`config.mk`:
```
export PLATFORM = sky130hd
export DESIGN_NAME = chunk_pattern_match_with_overlap
export DESIGN_NICKNAME = d
export VERILOG_FILES = /design/src/hdl/cpm_pkg.sv /design/src/hdl/cpm_front.sv /design/src/hdl/cpm_queue.sv /design/src/hdl/cpm_back.sv /design/src/hdl/chunk_pattern_match_with_overlap.sv
export SDC_FILE = /design/constraint.sdc
export NUM_CORES = 1
export LEC_CHECK = 0
export CAP_MARGIN = 20
export CORE_UTILIZATION = 35
export DETAILED_ROUTE_END_ITERATION = 7
export DONT_BUFFER_PORTS = 1
export PLACE_DENSITY_LB_ADDON = 0.3
export SYNTH_ARGS = -nofsm -noshare
export SYNTH_HDL_FRONTEND = slang
export SYNTH_SLANG_ARGS = --single-unit
```
`constraint.sdc`:
```
create_clock -name clk -period 10.3 [get_ports clk]
set_input_delay 2.06 -clock clk [delete_from_list [all_inputs] [get_ports clk]]
set_output_delay 2.06 -clock clk [all_outputs]
set_load 0.05 [all_outputs]
```
`src/hdl/cpm_pkg.sv`:
```
// cpm_pkg: shared types, constants and compare functions for the chunk pattern matcher
// used by cpm_front, cpm_queue, cpm_back, the top level and the checker; no dependencies
`timescale 1ns / 1ps
`default_nettype none

package cpm_pkg;

	localparam int MAX_PATTERN   = 8;
	localparam int POSITION_BITS = 17;
	localparam int WIN_BYTES     = 8;
	localparam int WIN_BITS      = WIN_BYTES * 8;
	localparam int LEN_BITS      = 4;
	localparam int CFG_IDX_BITS  = 2;
	localparam int CFG_DATA_BITS = 64;

	localparam logic [POSITION_BITS-1:0] POS_MAX = {POSITION_BITS{1'b1}};

	// register indexes
	localparam logic [CFG_IDX_BITS-1:0] REG_PATTERN_BYTES  = 2'd0;
	localparam logic [CFG_IDX_BITS-1:0] REG_PATTERN_LENGTH = 2'd1;

	// result class codes
	localparam logic [2:0] CLS_NONE         = 3'd0;
	localparam logic [2:0] CLS_WHOLE        = 3'd1;
	localparam logic [2:0] CLS_PREFIX_END   = 3'd2;
	localparam logic [2:0] CLS_SUFFIX_START = 3'd3;
	localparam logic [2:0] CLS_BOTH         = 3'd4;

	// summary of one finished chunk, handed from front to back
	typedef struct packed {
		logic                whole;
		logic [WIN_BITS-1:0] head_win;
		logic [WIN_BITS-1:0] recent_win;
		logic [LEN_BITS-1:0] cnt;
		logic [LEN_BITS-1:0] len;
	} chunk_sum_t;

	// clamp the length register to 1..MAX_PATTERN
	function automatic logic [LEN_BITS-1:0] eff_len(input logic [LEN_BITS-1:0] raw);
		logic [LEN_BITS-1:0] r;
		r = raw;
		if (raw == '0)
			r = LEN_BITS'(1);
		else if (raw > LEN_BITS'(MAX_PATTERN))
			r = LEN_BITS'(MAX_PATTERN);
		return r;
	endfunction

	function automatic logic [7:0] byte_at(input logic [WIN_BITS-1:0] w,
	                                        input logic [2:0] k);
		return w[k*8 +: 8];
	endfunction

	// shortest i where chunk start equals pattern suffix of length i
	function automatic logic [LEN_BITS-1:0] head_match(input logic [WIN_BITS-1:0] hw,
	                                                   input logic [WIN_BITS-1:0] pat,
	                                                   input logic [LEN_BITS-1:0] len,
	                                                   input logic [LEN_BITS-1:0] bound);
		logic [LEN_BITS-1:0] r;
		logic                eq;
		logic [2:0]          k;
		r = '0;
		for (int i = MAX_PATTERN; i >= 1; i--) begin
			eq = 1'b1;
			for (int j = 0; j < MAX_PATTERN; j++) begin
				k = 3'(int'(len) - i + j);
				if (j < i && byte_at(hw, 3'(j)) != byte_at(pat, k))
					eq = 1'b0;
			end
			if (eq && LEN_BITS'(i) <= bound)
				r = LEN_BITS'(i);
		end
		return r;
	endfunction

	// shortest i where chunk end equals pattern prefix of length i
	function automatic logic [LEN_BITS-1:0] tail_match(input logic [WIN_BITS-1:0] rw,
	                                                   input logic [WIN_BITS-1:0] pat,
	                                                   input logic [LEN_BITS-1:0] bound);
		logic [LEN_BITS-1:0] r;
		logic                eq;
		r = '0;
		for (int i = MAX_PATTERN; i >= 1; i--) begin
			eq = 1'b1;
			for (int j = 0; j < MAX_PATTERN; j++) begin
				if (j < i && byte_at(rw, 3'(i - 1 - j)) != byte_at(pat, 3'(j)))
					eq = 1'b0;
			end
			if (eq && LEN_BITS'(i) <= bound)
				r = LEN_BITS'(i);
		end
		return r;
	endfunction

endpackage

`default_nettype wire

```
`src/hdl/cpm_front.sv`:
```
// cpm_front: takes chunk bytes, keeps the windows and the whole-pattern flag
// depends on cpm_pkg; pushes one chunk summary per chunk into cpm_queue
`timescale 1ns / 1ps
`default_nettype none

module cpm_front import cpm_pkg::*; (
	input  wire logic                clk,
	input  wire logic                arst_n,
	input  wire logic [WIN_BITS-1:0] pat,
	input  wire logic [LEN_BITS-1:0] len,
	input  wire logic                in_valid,
	output logic                     in_ready,
	input  wire logic [7:0]          chunk_byte,
	input  wire logic                chunk_end,
	output logic                     push,
	output chunk_sum_t               push_data,
	input  wire logic                q_full
);

	logic [WIN_BITS-1:0]      recent_q, head_q;
	logic [POSITION_BITS-1:0] pos_q;
	logic                     whole_q;

	logic [WIN_BITS-1:0]      recent_nx, head_nx;
	logic [POSITION_BITS-1:0] pos_nx;
	logic [MAX_PATTERN-1:0]   eq_len;
	logic                     hit, take;

	assign in_ready = !q_full;
	assign take     = in_valid && in_ready;
	assign push     = take && chunk_end;

	always_comb begin
		recent_nx = {recent_q[WIN_BITS-9:0], chunk_byte};
		head_nx   = head_q;
		for (int k = 0; k < WIN_BYTES; k++) begin
			if (pos_q == POSITION_BITS'(k))
				head_nx[k*8 +: 8] = chunk_byte;
		end
		pos_nx = (pos_q == POS_MAX) ? pos_q : pos_q + POSITION_BITS'(1);
		// one compare set per candidate length, picked by the live length
		for (int l = 1; l <= MAX_PATTERN; l++) begin
			eq_len[l-1] = 1'b1;
			for (int j = 0; j < MAX_PATTERN; j++) begin
				if (j < l && pat[j*8 +: 8] != recent_nx[(l-1-j)*8 +: 8])
					eq_len[l-1] = 1'b0;
			end
		end
		hit = eq_len[3'(len - LEN_BITS'(1))] && (pos_nx >= POSITION_BITS'(len));
	end

	always_comb begin
		push_data.whole      = whole_q || hit;
		push_data.head_win   = head_nx;
		push_data.recent_win = recent_nx;
		push_data.cnt        = (pos_nx >= POSITION_BITS'(WIN_BYTES)) ?
		                       LEN_BITS'(WIN_BYTES) : pos_nx[LEN_BITS-1:0];
		push_data.len        = len;
	end

	always_ff @(posedge clk or negedge arst_n) begin
		if (!arst_n) begin
			recent_q <= '0;
			head_q   <= '0;
			pos_q    <= '0;
			whole_q  <= 1'b0;
		end else if (take) begin
			if (chunk_end) begin
				recent_q <= '0;
				head_q   <= '0;
				pos_q    <= '0;
				whole_q  <= 1'b0;
			end else begin
				recent_q <= recent_nx;
				head_q   <= head_nx;
				pos_q    <= pos_nx;
				whole_q  <= whole_q || hit;
			end
		end
	end

endmodule

`default_nettype wire

```
`src/hdl/cpm_queue.sv`:
```
// cpm_queue: two-entry queue of chunk summaries between front and back
// depends on cpm_pkg
`timescale 1ns / 1ps
`default_nettype none

module cpm_queue import cpm_pkg::*; (
	input  wire logic       clk,
	input  wire logic       arst_n,
	input  wire logic       push,
	input  wire chunk_sum_t push_data,
	output logic            full,
	output logic            pop_valid,
	input  wire logic       pop,
	output chunk_sum_t      pop_data
);

	chunk_sum_t mem_q [2];
	logic       wr_q, rd_q;
	logic [1:0] cnt_q;

	assign full      = (cnt_q == 2'd2);
	assign pop_valid = (cnt_q != 2'd0);
	assign pop_data  = mem_q[rd_q];

	always_ff @(posedge clk) begin
		if (push)
			mem_q[wr_q] <= push_data;
	end

	always_ff @(posedge clk or negedge arst_n) begin
		if (!arst_n) begin
			wr_q  <= 1'b0;
			rd_q  <= 1'b0;
			cnt_q <= 2'd0;
		end else begin
			if (push)
				wr_q <= !wr_q;
			if (pop)
				rd_q <= !rd_q;
			unique case ({push, pop})
				2'b10:   cnt_q <= cnt_q + 2'd1;
				2'b01:   cnt_q <= cnt_q - 2'd1;
				default: cnt_q <= cnt_q;
			endcase
		end
	end

endmodule

`default_nettype wire

```
`src/hdl/cpm_back.sv`:
```
// cpm_back: computes the overlaps and class of one chunk, holds the result register
// depends on cpm_pkg; reads summaries from cpm_queue
`timescale 1ns / 1ps
`default_nettype none

module cpm_back import cpm_pkg::*; (
	input  wire logic                clk,
	input  wire logic                arst_n,
	input  wire logic [WIN_BITS-1:0] pat,
	input  wire logic                q_valid,
	output logic                     pop,
	input  wire chunk_sum_t          q_data,
	output logic                     out_valid,
	input  wire logic                out_ready,
	output logic [2:0]               match_class,
	output logic [3:0]               head_overlap,
	output logic [3:0]               tail_overlap
);

	logic [LEN_BITS-1:0] bound, head_c, tail_c;
	logic [2:0]          cls_c;

	assign pop = q_valid && (!out_valid || out_ready);

	always_comb begin
		bound  = (q_data.cnt < q_data.len) ? q_data.cnt : q_data.len;
		head_c = '0;
		tail_c = '0;
		cls_c  = CLS_WHOLE;
		if (!q_data.whole) begin
			head_c = head_match(q_data.head_win, pat, q_data.len, bound);
			tail_c = tail_match(q_data.recent_win, pat, bound);
			priority if (head_c != '0 && tail_c != '0)
				cls_c = CLS_BOTH;
			else if (tail_c != '0)
				cls_c = CLS_PREFIX_END;
			else if (head_c != '0)
				cls_c = CLS_SUFFIX_START;
			else
				cls_c = CLS_NONE;
		end
	end

	always_ff @(posedge clk or negedge arst_n) begin
		if (!arst_n) begin
			out_valid <= 1'b0;
		end else if (pop) begin
			out_valid <= 1'b1;
		end else if (out_ready) begin
			out_valid <= 1'b0;
		end
	end

	always_ff @(posedge clk) begin
		if (pop) begin
			match_class  <= cls_c;
			head_overlap <= head_c;
			tail_overlap <= tail_c;
		end
	end

endmodule

`default_nettype wire

```
`src/hdl/chunk_pattern_match_with_overlap.sv`:
```
// chunk_pattern_match_with_overlap: top level of the chunk pattern matcher
// depends on cpm_pkg, cpm_front, cpm_queue, cpm_back
//
//  channel  | handshake           | payload
//  ---------+---------------------+-------------------------------------------
//  cfg      | cfg_we              | cfg_index, cfg_data
//  in       | in_valid / in_ready | chunk_byte, chunk_end
//  out      | out_valid/out_ready | match_class, head_overlap, tail_overlap
//
// one byte request per cycle while the queue is not full; the front window
// update and the eight parallel whole-pattern compares are combinational per byte
// after its last byte a result passes the queue write, then the
// overlap compares in the back into the result register
// reset clears the chunk state and the queue; no clearing pass
// the input stalls only when two chunk summaries wait behind a held result
`timescale 1ns / 1ps
`default_nettype none

module chunk_pattern_match_with_overlap import cpm_pkg::*; (
	input  wire logic                     clk,
	input  wire logic                     arst_n,
	input  wire logic                     cfg_we,
	input  wire logic [CFG_IDX_BITS-1:0]  cfg_index,
	input  wire logic [CFG_DATA_BITS-1:0] cfg_data,
	input  wire logic                     in_valid,
	output logic                          in_ready,
	input  wire logic [7:0]               chunk_byte,
	input  wire logic                     chunk_end,
	output logic                          out_valid,
	input  wire logic                     out_ready,
	output logic [2:0]                    match_class,
	output logic [3:0]                    head_overlap,
	output logic [3:0]                    tail_overlap
);

	// configuration registers, written by the user only while idle; the block itself does not enforce it
	logic [WIN_BITS-1:0] pat_q;
	logic [LEN_BITS-1:0] len_raw_q;
	logic [LEN_BITS-1:0] len;

	// front to queue, queue to back
	logic       push, q_full, q_valid, pop;
	chunk_sum_t push_data, q_data;

	always_ff @(posedge clk or negedge arst_n) begin
		if (!arst_n) begin
			pat_q     <= '0;
			len_raw_q <= LEN_BITS'(1);
		end else if (cfg_we) begin
			// indexes beyond the list are ignored
			if (cfg_index == REG_PATTERN_BYTES)
				pat_q <= cfg_data[WIN_BITS-1:0];
			else if (cfg_index == REG_PATTERN_LENGTH)
				len_raw_q <= cfg_data[LEN_BITS-1:0];
		end
	end

	// zero acts as one, anything above the maximum as the maximum
	assign len = eff_len(len_raw_q);

	// front: window tracking and whole-pattern detection per byte
	cpm_front u_front (
		.clk        (clk),
		.arst_n     (arst_n),
		.pat        (pat_q),
		.len        (len),
		.in_valid   (in_valid),
		.in_ready   (in_ready),
		.chunk_byte (chunk_byte),
		.chunk_end  (chunk_end),
		.push       (push),
		.push_data  (push_data),
		.q_full     (q_full)
	);

	// short queue of finished chunks so each side stalls on its own
	cpm_queue u_queue (
		.clk       (clk),
		.arst_n    (arst_n),
		.push      (push),
		.push_data (push_data),
		.full      (q_full),
		.pop_valid (q_valid),
		.pop       (pop),
		.pop_data  (q_data)
	);

	// back: boundary overlaps, class code and result register
	cpm_back u_back (
		.clk          (clk),
		.arst_n       (arst_n),
		.pat          (pat_q),
		.q_valid      (q_valid),
		.pop          (pop),
		.q_data       (q_data),
		.out_valid    (out_valid),
		.out_ready    (out_ready),
		.match_class  (match_class),
		.head_overlap (head_overlap),
		.tail_overlap (tail_overlap)
	);

endmodule

`default_nettype wire

```
==> results by group <==
Clock network
  • Hold Buf Count CTS: 0
  • Root buf cell: clkbuf_16
  • Clk_lat worst skew: 0.65 ns
  • Post-CTS Resized: 0
  • Clock tree buffer depth: 3
  • Clock slew at reported path FFs: 0.07 ns
  • CTS Sinks: just under 500
  • Post-CTS Setup Inserts: 0
  • H-Tree Depth: 2
  • CTS tree: done
  • Total clock buffers created by CTS: 55

Setup path
  • Reg2reg end: u_back.match_class[1]
  • Kind of critical path: reg -> reg
  • R2R setup slack: 3.58 ns
  • Critical Path Start Type: flop
  • RR Startpoint: u_queue.rd_q
  • CP endpoint kind: flop
  • CP Data Required Time: 10.77 ns
  • Worst EP arrival: 7.19 ns
  • Crit path max fanout: 50
  • Worst r2r path cells: 16

Global routing
  • Initial antenna violation count: 12
  • First-pass GRT wire length: 204000 um
  • Total congestion overflow: 0
  • Largest net degree at the start of global routing: 212
  • Vias in the first global route: between 20000 and 30000
  • GRT Total Usage: 0.279

STA
  • Final hold vios: 0
  • WHS: ~0.5 ns
  • Slew Viols, Final: 0
  • Slew @ Worst Pin: 1.29 ns
  • Final Setup Violations: 0
  • RSZ-0062 raised after global routing: no
  • Final total negative setup slack: 0 ns
  • Fmax: 149 MHz
  • Setup Skew: 0.0289 ns
  • Minimum clock period: 6.72 ns
  • Final period utilization: 0.652
  • Final worst setup slack: around 3.6 ns
  • Slew headroom: 0.135

Synthesis
  • Post-synthesis xor/xnor area fraction: 0.210
  • Yosys top cell area share: 0.245
  • Post-synthesis simple-gate area fraction: 0.105
  • Avg Inst Size Synth: 10.7 um2
  • Cell with the most instances after synthesis: xnor2_1
  • Asr flop ratio synth: 0.425
  • Post-Synth Adder-Cell Area: 0.00644
  • Synth Register Bits: approximately 500
  • Synth top cells by count: 492 x xnor2_1, 339 x xor2_1, 336 x mux2i_1
  • Post-synth EDFFs: 285
  • Ys flop type: edfxtp_1
  • Synth area leader: edfxtp_1
  • Post-Syn Area: 35000 um2
  • Synth Area in Compound Gates: 0.0742
  • Ranking of synthesized cells by area: edfxtp_1 24%, dfrtp_1 15%, xnor2_1 12%, mux2i_1 9.6%, xor2_1 8.5%
  • Portion of netlist area occupied by mux cells: 0.172
  • Main combinational cell family by area after synthesis: XOR/XNOR gates
  • Yosys cell types: slightly above 80
  • Register area share after synthesis: 0.396
  • Synthesis Warnings: 0
  • Mapped Cells: 3271
  • Syn nets: 3369

Run status
  • Status: finished clean

Finish
  • Synth-to-layout area growth: 10.4%
  • # nets final: 3304
  • Share of layout cells above drive strength 1: 0.146

Placement
  • Dpl hpwl: about 100000 um
  • Global placement routability congestion: 1.05
  • PortBufs: 0
  • Placement Setup Slack: 3.82 ns

Hold path
  • Worst hold path endpoint: u_queue.cnt_q[1]
  • Hold Path Stages: 1
  • Hold Crit Start: u_queue.cnt_q[1]
  • Class of the worst hold path: reg -> reg

Pwr
  • Cell leakage power: 14.6 nW
  • Final Power: 13.0 mW
  • Worst vdd ir: about 180 uV
  • Power density over the cells: 337 nW/um2

Detailed routing
  • Drt first pass iters: 7
  • Vias per cell: just over 6
  • Vias: 27826
  • DRC viols: 0
  • M1 WL: ~60000 um
  • Highest routed layer: met5
  • Routed met2 length: 58800 um
  • Initial DRC Count: 3998
  • WL met3: around 17000 um
  • Post-DR wirelength/cell: approximately 32 um
  • Routed Antenna Nets: 0
  • Drt total wl: 144000 um

Floorplan
  • IO Count: 93
  • Die area: between 100000 and 150000 um2
  • Core Footprint: 98700 um2
  • Die Span X: roughly 320 um
  • Row count: roughly 120
  • Die height: 318 um
  • Initial Util: 0.354

Run
  • Max Cap Viol: 0
==> report_power, final <==
part / switching, mW / internal, mW
clock network: 0.848 / 1.17
registers: 0.483 / 2.50
logic: 4.96 / 3.04
total: 6.29 / 6.72
==> worst max-delay path, stage by stage, from the launching register on <==
cell and delay (ns):
dfrtp_4 0.81, buf_4 0.78, mux2i_1 0.26, buf_4 0.27, ha_4 0.38, inv_1 0.14
buf_4 0.55, mux4_2 0.58, mux2i_1 0.35, xor2_1 0.11, nor4_1 0.71, nand3_1 0.30
nor4_1 0.45, a21oi_1 0.25, nor4bb_1 0.24, nand2b_4 0.16, a21oi_2 0.13
==> how the worst max path moves through the flow <==
stage,start,end,slack (ns),cells after the start
detailed placement,u_queue.rd_q,u_back.match_class[1],3.82,16
global route,u_queue.rd_q,u_back.match_class[1],3.32,16
global placement,u_queue.rd_q,u_back.match_class[1],3.78,16
floorplan,in_valid,u_queue.mem_q[0][0],1.43,4
CTS,u_queue.rd_q,u_back.match_class[1],3.79,16
finish,u_queue.rd_q,u_back.match_class[1],3.58,16
==> cells in the final DEF, fill, tap and decap left out, types with 14 or more instances in the layout <==
cell | synthesis | final
nand3_1 | 49 | 49
ha_1 | 18 | 17
dfrtp_1 | 210 | 209
a22oi_1 | 49 | 49
xor2_1 | 339 | 339
edfxtp_1 | 285 | 285
a21oi_1 | 58 | 57
nand4_1 | 113 | 113
o21ai_0 | 99 | 99
inv_1 | 31 | 30
and3_1 | 21 | 20
nor3_1 | 36 | 36
mux2_2 | 161 | 161
mux4_2 | 36 | 36
nor4_1 | 141 | 141
nand2_1 | 206 | 205
buf_4 | 5 | 156
a22o_1 | 73 | 73
clkbuf_16 | 0 | 55
xnor2_1 | 492 | 492
nor2_1 | 58 | 56
mux2i_1 | 336 | 326
a211oi_1 | 14 | 14
==> cell families after synthesis <==
| group | after synthesis |
|---|---|
| AO/OA/AOI/OAI | 381 |
| adder cells (fa/ha/maj) | 18 |
| AND/OR/NAND/NOR | 694 |
| buffers and inverters | 313 |
| XOR/XNOR | 835 |
| flip-flops | 496 |
| multiplexers | 534 |
==> layout make-up <==
type | instances | area (um2)
Clock inverter | 37 | 393
Tap cell | 1287 | 1610
Antenna cell | 6 | 15.0
Clock buffer | 67 | 1470
Timing Repair Buffer | 157 | 1190
Multi-Input combinational cell | 2462 | 19900
Inverter | 34 | 128
Fill cell | 9570 | 60100
Sequential cell | 496 | 13800
==> sequential cells by signal, indices dropped and copies added (netlist names) <==
register / cells
u_front.head_q: 64
u_back.match_class: 3
u_queue.cnt_q: 2
u_queue.mem_q: 274
u_queue.rd_q: 1
u_front.pos_q: 17
u_front.whole_q: 1
u_front.recent_q: 56
u_back.tail_overlap: 4
len_raw_q: 4
u_back.out_valid: 1
pat_q: 64
u_queue.wr_q: 1
u_back.head_overlap: 4
==> layer usage <==
metal	up-vias	track usage
met5	-	0
met4	12	0.136
li1	11708	-
met3	461	0.0746
met2	1805	0.394
met1	13840	0.391
==> stage by stage <==
| stage | utilization | std cells | cell area, um2 |
|---|---|---|---|
| floorplan | - | 3271 | 35000 |
| global placement | 0.372 | 4433 | 36700 |
| detailed placement | 0.372 | 4435 | 36700 |
| CTS | 0.391 | 4539 | 38600 |
| global route | 0.391 | 4545 | 38600 |
| finish | 0.391 | 4546 | 38600 |
Note: power is estimated with default switching activity, not from simulation.
